**src/hdl/u8seg_pkg.sv**
```systemverilog
// ----------------------------------------------------------------------------
// UTF-8 segmenter package
// Byte class masks, lead decoding and the command/status bundles shared by
// the controller and the datapath.
// ----------------------------------------------------------------------------
package u8seg_pkg;

  // Byte class masks and codes
  localparam logic [7:0] AsciiMask = 8'h80;
  localparam logic [7:0] ContMask  = 8'hC0;
  localparam logic [7:0] ContCode  = 8'h80;
  localparam logic [7:0] Lead2Mask = 8'hE0;
  localparam logic [7:0] Lead2Code = 8'hC0;
  localparam logic [7:0] Lead3Mask = 8'hF0;
  localparam logic [7:0] Lead3Code = 8'hE0;
  localparam logic [7:0] Lead4Mask = 8'hF8;
  localparam logic [7:0] Lead4Code = 8'hF0;

  typedef logic [2:0] len_t;

  // Controller to datapath
  typedef struct packed {
    logic step_en;  // accept the input byte, load the first piece
    logic pop_en;   // load the next buffered single byte
  } seg_cmd_t;

  // Datapath to controller
  typedef struct packed {
    logic any_piece;    // the presented byte yields at least one piece
    logic multi_piece;  // the presented byte yields more than one piece
    logic pend_last;    // the buffered byte at the head is the final one
  } seg_stat_t;

  function automatic len_t char_len(input logic [7:0] lead);
    len_t len;
    len = 3'd1;
    if ((lead & AsciiMask) == 8'h00)           len = 3'd1;
    else if ((lead & Lead2Mask) == Lead2Code)  len = 3'd2;
    else if ((lead & Lead3Mask) == Lead3Code)  len = 3'd3;
    else if ((lead & Lead4Mask) == Lead4Code)  len = 3'd4;
    return len;
  endfunction

  function automatic logic is_cont(input logic [7:0] b);
    return (b & ContMask) == ContCode;
  endfunction

endpackage

```
**src/hdl/u8seg_if.sv**
```systemverilog
// ----------------------------------------------------------------------------
// UTF-8 segmenter channels
// Valid/ready channels for the byte stream and the piece stream.
// ----------------------------------------------------------------------------
interface u8seg_in_if;
  logic       valid;
  logic       ready;
  logic [7:0] data_byte;
  logic       text_last;

  modport source (output valid, data_byte, text_last, input ready);
  modport sink   (input valid, data_byte, text_last, output ready);
endinterface

interface u8seg_out_if;
  logic        valid;
  logic        ready;
  logic [31:0] piece_data;
  logic [2:0]  piece_length;
  logic        run_last;
  logic        text_end;

  modport source (output valid, piece_data, piece_length, run_last, text_end,
                  input ready);
  modport sink   (input valid, piece_data, piece_length, run_last, text_end,
                  output ready);
endinterface

```
**src/hdl/utf8_char_segmenter.sv**
```systemverilog
// ----------------------------------------------------------------------------
// UTF-8 character segmenter
// Splits a byte stream into pieces of one whole character or single bytes.
// ----------------------------------------------------------------------------
// Usage:
//   in_i carries one text byte per request with text_last on the final byte.
//   out_o carries pieces: up to four bytes packed from bit 0, their count,
//   run_last on the last piece a byte causes and text_end on the text's end.
//   A lead byte (110x, 1110x, 11110x) opens a character; its bytes are held
//   until the last continuation byte arrives and go out as one piece.
//   A broken or early-ended character goes out as single bytes.
// Timing:
//   The first piece of a byte enters the output register in the cycle after
//   the byte is accepted. A clean stream, each byte yielding at most one
//   piece, runs at one byte per cycle unless out_o.ready stalls it. A byte
//   with more pieces (up to four) takes no new byte until its buffered bytes
//   flush, one per cycle unless stalled, through the single output register.
// Reset: clears the held count and the output valid; nothing is held.
// Stall: while a piece waits on out_o.ready, no byte is accepted and the
//   piece and its flags hold; the block resumes in the cycle it is taken.
// ----------------------------------------------------------------------------
module utf8_char_segmenter (
  input  logic        clk_i,
  input  logic        rst_ni,
  u8seg_in_if.sink    in_i,
  u8seg_out_if.source out_o
);
  import u8seg_pkg::*;

  seg_cmd_t  cmd;
  seg_stat_t stat;

  // Controller: request handshake, output valid, flush sequencing
  u8seg_ctrl u_ctrl (
    .clk_i       (clk_i),
    .rst_ni      (rst_ni),
    .in_valid_i  (in_i.valid),
    .in_ready_o  (in_i.ready),
    .out_valid_o (out_o.valid),
    .out_ready_i (out_o.ready),
    .stat_i      (stat),
    .cmd_o       (cmd)
  );

  // Datapath: held character, byte decode, flush buffer, piece register
  u8seg_dp u_dp (
    .clk_i          (clk_i),
    .rst_ni         (rst_ni),
    .data_byte_i    (in_i.data_byte),
    .text_last_i    (in_i.text_last),
    .cmd_i          (cmd),
    .stat_o         (stat),
    .piece_data_o   (out_o.piece_data),
    .piece_length_o (out_o.piece_length),
    .run_last_o     (out_o.run_last),
    .text_end_o     (out_o.text_end)
  );

endmodule

```
**src/hdl/u8seg_ctrl.sv**
```systemverilog
// ----------------------------------------------------------------------------
// UTF-8 segmenter controller
// Sequences request acceptance and the flush of buffered single bytes.
// ----------------------------------------------------------------------------
module u8seg_ctrl (
  input  logic                 clk_i,
  input  logic                 rst_ni,
  input  logic                 in_valid_i,
  output logic                 in_ready_o,
  output logic                 out_valid_o,
  input  logic                 out_ready_i,
  input  u8seg_pkg::seg_stat_t stat_i,
  output u8seg_pkg::seg_cmd_t  cmd_o
);
  import u8seg_pkg::*;

  typedef enum logic [1:0] {
    ST_IDLE  = 2'b01,
    ST_FLUSH = 2'b10
  } state_e;

  state_e state_q, state_d;
  logic   out_valid_q, out_valid_d;
  logic   out_free;

  assign out_free = !out_valid_q || out_ready_i;

  always_comb begin
    state_d       = state_q;
    out_valid_d   = out_valid_q && !out_ready_i;
    in_ready_o    = 1'b0;
    cmd_o.step_en = 1'b0;
    cmd_o.pop_en  = 1'b0;
    unique case (state_q)
      ST_IDLE: begin
        in_ready_o    = out_free;
        cmd_o.step_en = in_valid_i && out_free;
        if (cmd_o.step_en) begin
          if (stat_i.any_piece) out_valid_d = 1'b1;
          if (stat_i.multi_piece) state_d = ST_FLUSH;
        end
      end
      ST_FLUSH: begin
        cmd_o.pop_en = out_free;
        if (out_free) begin
          out_valid_d = 1'b1;
          if (stat_i.pend_last) state_d = ST_IDLE;
        end
      end
      default: state_d = ST_IDLE;
    endcase
  end

  always_ff @(posedge clk_i or negedge rst_ni) begin
    if (!rst_ni) begin
      state_q     <= ST_IDLE;
      out_valid_q <= 1'b0;
    end else begin
      state_q     <= state_d;
      out_valid_q <= out_valid_d;
    end
  end

  assign out_valid_o = out_valid_q;

endmodule

```
**src/hdl/u8seg_dp.sv**
```systemverilog
// ----------------------------------------------------------------------------
// UTF-8 segmenter datapath
// Holds the open character, decodes each byte and drives the piece register.
// ----------------------------------------------------------------------------
module u8seg_dp (
  input  logic                 clk_i,
  input  logic                 rst_ni,
  input  logic [7:0]           data_byte_i,
  input  logic                 text_last_i,
  input  u8seg_pkg::seg_cmd_t  cmd_i,
  output u8seg_pkg::seg_stat_t stat_o,
  output logic [31:0]          piece_data_o,
  output logic [2:0]           piece_length_o,
  output logic                 run_last_o,
  output logic                 text_end_o
);
  import u8seg_pkg::*;

  // Open character
  logic [7:0] held_q [3];
  logic [1:0] held_cnt_q, held_cnt_d;
  len_t       exp_len_q, exp_len_d;

  // Buffered single bytes still to send
  logic [7:0] pend_q [3];
  logic [1:0] pend_cnt_q;  // number buffered minus one
  logic [1:0] pend_idx_q;
  logic       fl_last_q;

  // Piece register
  logic [31:0] data_q;
  logic [2:0]  len_q;
  logic        run_last_q, text_end_q;

  logic [7:0]  b;
  logic        cont, fresh, complete, join_c, keep_c, emit_b;
  len_t        len, n_single, n_piece;
  logic [7:0]  list [4];
  logic [31:0] joined;
  logic [7:0]  pend_head;

  assign b = data_byte_i;

  always_comb begin
    cont     = is_cont(b);
    len      = char_len(b);
    complete = ({1'b0, held_cnt_q} + 3'd1) >= exp_len_q;
    fresh    = (held_cnt_q == 2'd0) || !cont;
    join_c   = !fresh && complete;
    keep_c   = !fresh && !complete && !text_last_i;
    // An early-ended character sends the new byte singly too; a broken one does unless that byte opens a new character
    emit_b   = fresh ? ((len == 3'd1) || text_last_i) : text_last_i;
    n_single = {1'b0, held_cnt_q} + {2'b00, emit_b};
    n_piece  = join_c ? 3'd1 : (keep_c ? 3'd0 : n_single);

    list[0] = (held_cnt_q > 2'd0) ? held_q[0] : b;
    list[1] = (held_cnt_q > 2'd1) ? held_q[1] : b;
    list[2] = (held_cnt_q > 2'd2) ? held_q[2] : b;
    list[3] = b;

    joined[7:0]   = list[0];
    joined[15:8]  = (held_cnt_q > 2'd1) ? held_q[1] : ((held_cnt_q == 2'd1) ? b : 8'h00);
    joined[23:16] = (held_cnt_q > 2'd2) ? held_q[2] : ((held_cnt_q == 2'd2) ? b : 8'h00);
    joined[31:24] = (held_cnt_q == 2'd3) ? b : 8'h00;

    held_cnt_d = held_cnt_q;
    exp_len_d  = exp_len_q;
    if (keep_c) begin
      held_cnt_d = held_cnt_q + 2'd1;
    end else if (fresh && !emit_b) begin
      held_cnt_d = 2'd1;
      exp_len_d  = len;
    end else begin
      held_cnt_d = 2'd0;
      exp_len_d  = 3'd0;
    end

    case (pend_idx_q)
      2'd0:    pend_head = pend_q[0];
      2'd1:    pend_head = pend_q[1];
      default: pend_head = pend_q[2];
    endcase

    stat_o.any_piece   = n_piece != 3'd0;
    stat_o.multi_piece = n_piece > 3'd1;
    stat_o.pend_last   = pend_idx_q == pend_cnt_q;
  end

  always_ff @(posedge clk_i or negedge rst_ni) begin
    if (!rst_ni) begin
      held_cnt_q <= 2'd0;
      exp_len_q  <= 3'd0;
      pend_cnt_q <= 2'd0;
      pend_idx_q <= 2'd0;
    end else if (cmd_i.step_en) begin
      held_cnt_q <= held_cnt_d;
      exp_len_q  <= exp_len_d;
      pend_cnt_q <= 2'(n_piece - 3'd2);
      pend_idx_q <= 2'd0;
    end else if (cmd_i.pop_en) begin
      pend_idx_q <= pend_idx_q + 2'd1;
    end
  end

  always_ff @(posedge clk_i) begin
    if (cmd_i.step_en) begin
      fl_last_q <= text_last_i;
      pend_q[0] <= list[1];
      pend_q[1] <= list[2];
      pend_q[2] <= list[3];
      if (keep_c) begin
        case (held_cnt_q)
          2'd1:    held_q[1] <= b;
          default: held_q[2] <= b;
        endcase
      end else if (fresh && !emit_b) begin
        held_q[0] <= b;
      end
      if (n_piece != 3'd0) begin
        data_q     <= join_c ? joined : {24'h000000, list[0]};
        len_q      <= join_c ? ({1'b0, held_cnt_q} + 3'd1) : 3'd1;
        run_last_q <= n_piece == 3'd1;
        text_end_q <= text_last_i && (n_piece == 3'd1);
      end
    end else if (cmd_i.pop_en) begin
      data_q     <= {24'h000000, pend_head};
      len_q      <= 3'd1;
      run_last_q <= stat_o.pend_last;
      text_end_q <= stat_o.pend_last && fl_last_q;
    end
  end

  assign piece_data_o   = data_q;
  assign piece_length_o = len_q;
  assign run_last_o     = run_last_q;
  assign text_end_o     = text_end_q;

endmodule

```
**src/flat_wrapper.sv**
```systemverilog
// flat-port wrapper written by rule: the top's interface ports become plain ports
module utf8_char_segmenter_flat import u8seg_pkg::*;
  (clk_i, rst_ni, in_i_valid, in_i_data_byte, in_i_text_last, in_i_ready, out_o_valid, out_o_piece_data, out_o_piece_length, out_o_run_last, out_o_text_end, out_o_ready);
  u8seg_in_if in_i_i ();
  u8seg_out_if out_o_i ();
  input  logic clk_i;
  input  logic rst_ni;
  input wire logic [$bits(in_i_i.valid)-1:0] in_i_valid;
  input wire logic [$bits(in_i_i.data_byte)-1:0] in_i_data_byte;
  input wire logic [$bits(in_i_i.text_last)-1:0] in_i_text_last;
  output wire logic [$bits(in_i_i.ready)-1:0] in_i_ready;
  output wire logic [$bits(out_o_i.valid)-1:0] out_o_valid;
  output wire logic [$bits(out_o_i.piece_data)-1:0] out_o_piece_data;
  output wire logic [$bits(out_o_i.piece_length)-1:0] out_o_piece_length;
  output wire logic [$bits(out_o_i.run_last)-1:0] out_o_run_last;
  output wire logic [$bits(out_o_i.text_end)-1:0] out_o_text_end;
  input wire logic [$bits(out_o_i.ready)-1:0] out_o_ready;
  assign in_i_i.valid = in_i_valid;
  assign in_i_i.data_byte = in_i_data_byte;
  assign in_i_i.text_last = in_i_text_last;
  assign in_i_ready = in_i_i.ready;
  assign out_o_valid = out_o_i.valid;
  assign out_o_piece_data = out_o_i.piece_data;
  assign out_o_piece_length = out_o_i.piece_length;
  assign out_o_run_last = out_o_i.run_last;
  assign out_o_text_end = out_o_i.text_end;
  assign out_o_i.ready = out_o_ready;
  utf8_char_segmenter u_core (.clk_i(clk_i), .rst_ni(rst_ni), .in_i(in_i_i), .out_o(out_o_i));
endmodule
```
**config.mk**
```make
export PLATFORM = sky130hd
export DESIGN_NAME = utf8_char_segmenter_flat
export DESIGN_NICKNAME = d
export VERILOG_FILES = /design/src/hdl/u8seg_pkg.sv /design/src/hdl/u8seg_if.sv /design/src/hdl/utf8_char_segmenter.sv /design/src/hdl/u8seg_ctrl.sv /design/src/hdl/u8seg_dp.sv /design/src/flat_wrapper.sv
export SDC_FILE = /design/constraint.sdc
export NUM_CORES = 1
export LEC_CHECK = 0
export BUFFER_PORTS_ARGS = -buffer_cell sky130_fd_sc_hd__buf_2
export CAP_MARGIN = 20
export CELL_PAD_IN_SITES_DETAIL_PLACEMENT = 0
export CELL_PAD_IN_SITES_GLOBAL_PLACEMENT = 1
export CORE_AREA = 3 3 136 138
export CTS_CLUSTER_SIZE = 20
export DETAILED_ROUTE_END_ITERATION = 8
export DIE_AREA = 0 0 139 141
export PLACE_DENSITY = 0.46
export SETUP_SLACK_MARGIN = 0.1
export SLEW_MARGIN = 0
export SYNTH_ARGS = -nofsm -noshare
export SYNTH_HDL_FRONTEND = slang
export SYNTH_SLANG_ARGS = --single-unit
```
**constraint.sdc**
```tcl
create_clock -name clk_i -period 3.9 [get_ports clk_i]
set_input_delay 0.585 -clock clk_i [delete_from_list [all_inputs] [get_ports clk_i]]
set_output_delay 0.585 -clock clk_i [all_outputs]
set_load 0.03 [all_outputs]
```
==> run summary <==
The total iterations of the first detailed-routing run is 4. The number of nets produced by synthesis came out at 346. The number of antenna violations at the first check in global routing was 0. The routed design could run at a clock period as short as 3.31 ns.

The combinational share of power is 0.336. For this design the static power due to leakage is 1.96 nW. Setup repair after global routing left no endpoint under its margin. The maximum ir drop on the vdd rail is 0.000249 V. TritonCTS built the clock tree. In this run, the number of DRC markers left after iteration 0 of detailed routing was 223. Yosys attributes the largest share of cell area to sky130_fd_sc_hd__edfxtp_1 60%, sky130_fd_sc_hd__dfrtp_1 6.4%, sky130_fd_sc_hd__nand2_1 3.9%, sky130_fd_sc_hd__ha_1 3.8%, sky130_fd_sc_hd__a21oi_1 3.6%. Clock latency on the worst-skew pair, taken at its later pin, is 0.35 ns.

The routed layout has 2,574 vias. The biggest area contributor in the post-synthesis netlist is sky130_fd_sc_hd__edfxtp_1. Along the worst path, the maximum fanout reaches 21. The cell area after synthesis came out at 4320 um^2. The setup fix buffers added after clock tree synthesis is 0. The run finished with clean final reports.

The remaining global-route overflow is 0. The weighted congestion at the end of routability-driven global placement came out at 0.725. The number of input and output port buffers inserted came out at 51. After routing the design area is 5140 um^2.

The die extent in y came out at 141 um. The total length of routed wires came out at 10,600 um. The number of H-tree levels is 3. The die extent in x came out at 139 um. The worst register-to-register path begins at u_core.u_dp.held_cnt_q[0]$_DFFE_PN0P_. Summed over all failing endpoints, the final setup total negative slack is 0 ns. In the final layout, the share of cells above drive strength 1 is 0.261.

For this design, the sink count on the clock tree is 98. The layout net count is 397. The finished layout holds 600 standard cells, fillers aside. The via count of the first global-routing pass came out at 2,639. The fraction of synthesis flops using an asynchronous set or reset pin is 0.122. By instance count, the leading cell after synthesis is sky130_fd_sc_hd__edfxtp_1. Power comes to 0.00377 W. The commonest cells after synthesis are 86 x sky130_fd_sc_hd__edfxtp_1, 45 x sky130_fd_sc_hd__nand2_1, 31 x sky130_fd_sc_hd__a21oi_1. The clock power share is 0.257. The global-route wire length before repair came out at 16,200 um.

The sequential area share after synthesis is 0.667. The element type at the critical path start is a flip-flop. The initialized floorplan defines 48 standard-cell rows. The arrival time of data at the critical path endpoint came out at 3.42 ns. The placed cell area came out at 4820 um^2. The internal power summed over all cells came out at 0.00240 W. The area share of the leading cell type in the synthesized netlist is 0.597. Between clock sinks in the finished design, the worst skew comes to 0.00563 ns. The number of hold-repair buffers added at the cts stage is 0.

The number of resized instances in the post-cts repair step is 0. The min-delay analysis places its worst path in the category input port to asynchronous set/reset pin. From synthesis to final layout, the design area changed by 18.9%. The via density per instance came out at 4.29. Clock-pin slew was measured on the worst setup and hold paths at 0.07 ns. Counting flops with a built-in enable in the synthesized netlist gives 86. The number of antenna diodes in the final layout is 0. Entering global routing, the biggest net connects 49 pins. The number of antenna-violating nets in the routed design is 0.

Counting every instance in the synthesized netlist gives 320. The average routed wire per standard cell is 17.6 um. The cell count after placement came out at 585. The leading register cell type out of synthesis is sky130_fd_sc_hd__edfxtp_1. The worst setup path is of the flip-flop to flip-flop kind. The synthesized flop and latch total came out at 98. The area of the die came out at 19,600 um^2. The post-synthesis cell type count came out at 47. The number of warnings reported in the yosys synthesis log is 0. The number of setup violations in the final report is 0. The required arrival time at the worst endpoint is 4.01 ns. The worst setup path is captured at a flip-flop. The tool flagged a number of max-cap violations equal to 0.

In this run the count of I/O pins placed on the die edge is 52. The number of DRC violations after detailed routing came out at 0. Of the available clock period, the critical path in the final layout requires 0.850. Of the total power, registers draw 0.407.

The HPWL after detailed placement is 7060 um. The total net switching power came out at 0.00137 W. The beginning of the critical path is u_core.u_dp.held_cnt_q[0]$_DFFE_PN0P_.

For the pin with the worst max-slew slack, the measured transition is 0.759 ns. The number of buffers created by CTS is 9. The total area inside the core boundary comes to 17,300 um^2. The worst pin sits at a relative slew slack of 0.493.

The maximum root-to-sink buffer count came out at 2. The worst hold slack came out at 0.128 ns. The number of pins with negative max-slew slack in the final report came out at 0. The top achievable clock speed came out at 0.302 GHz.

The mean instance size in the synthesized netlist came out at 13.5 um^2. In this run the clock root is driven by a sky130_fd_sc_hd__clkbuf_16. The count of final hold-check violations came to 0. For this run, the total global-route usage over all layers was measured as 0.110.

The switching part of the total power came out at 0.363. The initial utilization of the core area, before any placement, comes to 0.250. The areal power density over the cells came out at 734 nW/um^2.
[cells by family (layout without fill, tap and decap cells)]
family,after synthesis,after routing,share of synthesized area
DFF,98,98,0.667
xor gates and xnor gates,3,3,0.00608
buffers and inverters,29,84,0.0353
adders and majority gates,13,13,0.0376
and+or+nand+nor,91,91,0.113
other,1,1,0.000867
AOI/OAI and AO/OA,69,69,0.101
muxes,16,16,0.0394
[critical path: stages, from the launching register on]
cell,delay [ns]
sky130_fd_sc_hd__dfrtp_1,0.48
sky130_fd_sc_hd__inv_1,0.13
sky130_fd_sc_hd__ha_1,0.43
sky130_fd_sc_hd__nor2_4,0.21
sky130_fd_sc_hd__a21o_1,0.10
sky130_fd_sc_hd__nand2_1,0.06
sky130_fd_sc_hd__ha_1,0.20
sky130_fd_sc_hd__ha_1,0.33
sky130_fd_sc_hd__o31a_1,0.31
sky130_fd_sc_hd__o21ai_0,0.29
sky130_fd_sc_hd__o21ai_4,0.28
sky130_fd_sc_hd__buf_12,0.25
[flip-flops by register name, indices dropped and copies added, names as in the netlist, 2 cells and up]
signal	flops
u_core.u_dp.exp_len_q	3
u_core.u_ctrl.state_q	2
u_core.u_dp.pend_q	24
u_core.u_dp.pend_idx_q	2
u_core.u_dp.held_cnt_q	2
u_core.u_dp.held_q	24
u_core.u_dp.piece_data_o	32
u_core.u_dp.piece_length_o	3
u_core.u_dp.pend_cnt_q	2
[final cells by class]
| type | count | area, um^2 |
|---|---|---|
| Sequential cell | 98 | 2880 |
| Fill cell | 1776 | 12200 |
| Inverter | 11 | 41.3 |
| Clock inverter | 6 | 88.8 |
| Timing Repair Buffer | 58 | 320 |
| Clock buffer | 9 | 225 |
| Tap cell | 225 | 282 |
| Multi-Input combinational cell | 193 | 1300 |
[layout by cell type, fill, tap and decap left out, types with 3 or more instances in the layout]
cell                         n
sky130_fd_sc_hd__dfrtp_1    11
sky130_fd_sc_hd__o21ai_0     5
sky130_fd_sc_hd__a21oi_1    31
sky130_fd_sc_hd__mux2_2      8
sky130_fd_sc_hd__a31oi_1     3
sky130_fd_sc_hd__nand2_1    45
sky130_fd_sc_hd__nor2_1      7
sky130_fd_sc_hd__nand3_1     7
sky130_fd_sc_hd__a21o_1      5
sky130_fd_sc_hd__and2_4      6
sky130_fd_sc_hd__edfxtp_1   86
sky130_fd_sc_hd__a22o_1      8
sky130_fd_sc_hd__ha_1       13
sky130_fd_sc_hd__nor3_1      4
sky130_fd_sc_hd__inv_1      10
sky130_fd_sc_hd__buf_2      51
sky130_fd_sc_hd__mux2i_1     8
sky130_fd_sc_hd__nor3b_1     7
sky130_fd_sc_hd__a211oi_1    8
sky130_fd_sc_hd__buf_4       6
sky130_fd_sc_hd__and3_1      3
sky130_fd_sc_hd__clkbuf_16   9
[metrics by stage]
step,setup WS (ns),utilization
2_1_floorplan,0.509,-
3_3_place_gp,0.640,0.279
3_5_place_dp,0.589,0.279
4_1_cts,0.582,0.297
5_1_grt,0.435,0.297
6_report,0.586,0.297
[final timing paths]
kind / to / slack [ns] / depth (start not counted)
hold / removal: u_core.u_dp.exp_len_q[2]$_DFFE_PN0P_ / 0.13 / 1
max in group asynchronous: u_core.u_ctrl.state_q[0]$_DFFE_PN1P_ / 3.48 / 1
min in group clk_i: u_core.u_dp.fl_last_q$_DFFE_PP_ / 0.45 / 1
setup reg to reg: u_core.u_dp.piece_data_o[17]$_SDFFCE_PN0P_ / 0.59 / 11
setup / recovery: u_core.u_dp.piece_data_o[17]$_SDFFCE_PN0P_ / 0.59 / 11
hold reg to reg: u_core.u_dp.exp_len_q[1]$_DFFE_PN0P_ / 0.49 / 1
[per-layer routing]
metal,vias to the layer above,share of wire,GRT usage
li1,1273,-,-
met5,-,0,0
met1,1229,0.50,0.159
met2,60,0.43,0.158
met3,12,0.045,0.0227
met4,0,0.019,0.0494
[power groups by stage]
stage          logic [W]  clock network, W  registers [W]
2_1_floorplan   0.000650                 0        0.00182
3_5_place_dp     0.00130                 0        0.00156
3_3_place_gp     0.00129                 0        0.00156
6_report         0.00127          0.000968        0.00154
4_1_cts          0.00130          0.000999        0.00154
5_1_grt          0.00140           0.00104        0.00157
(Power assumes the default switching activity.)
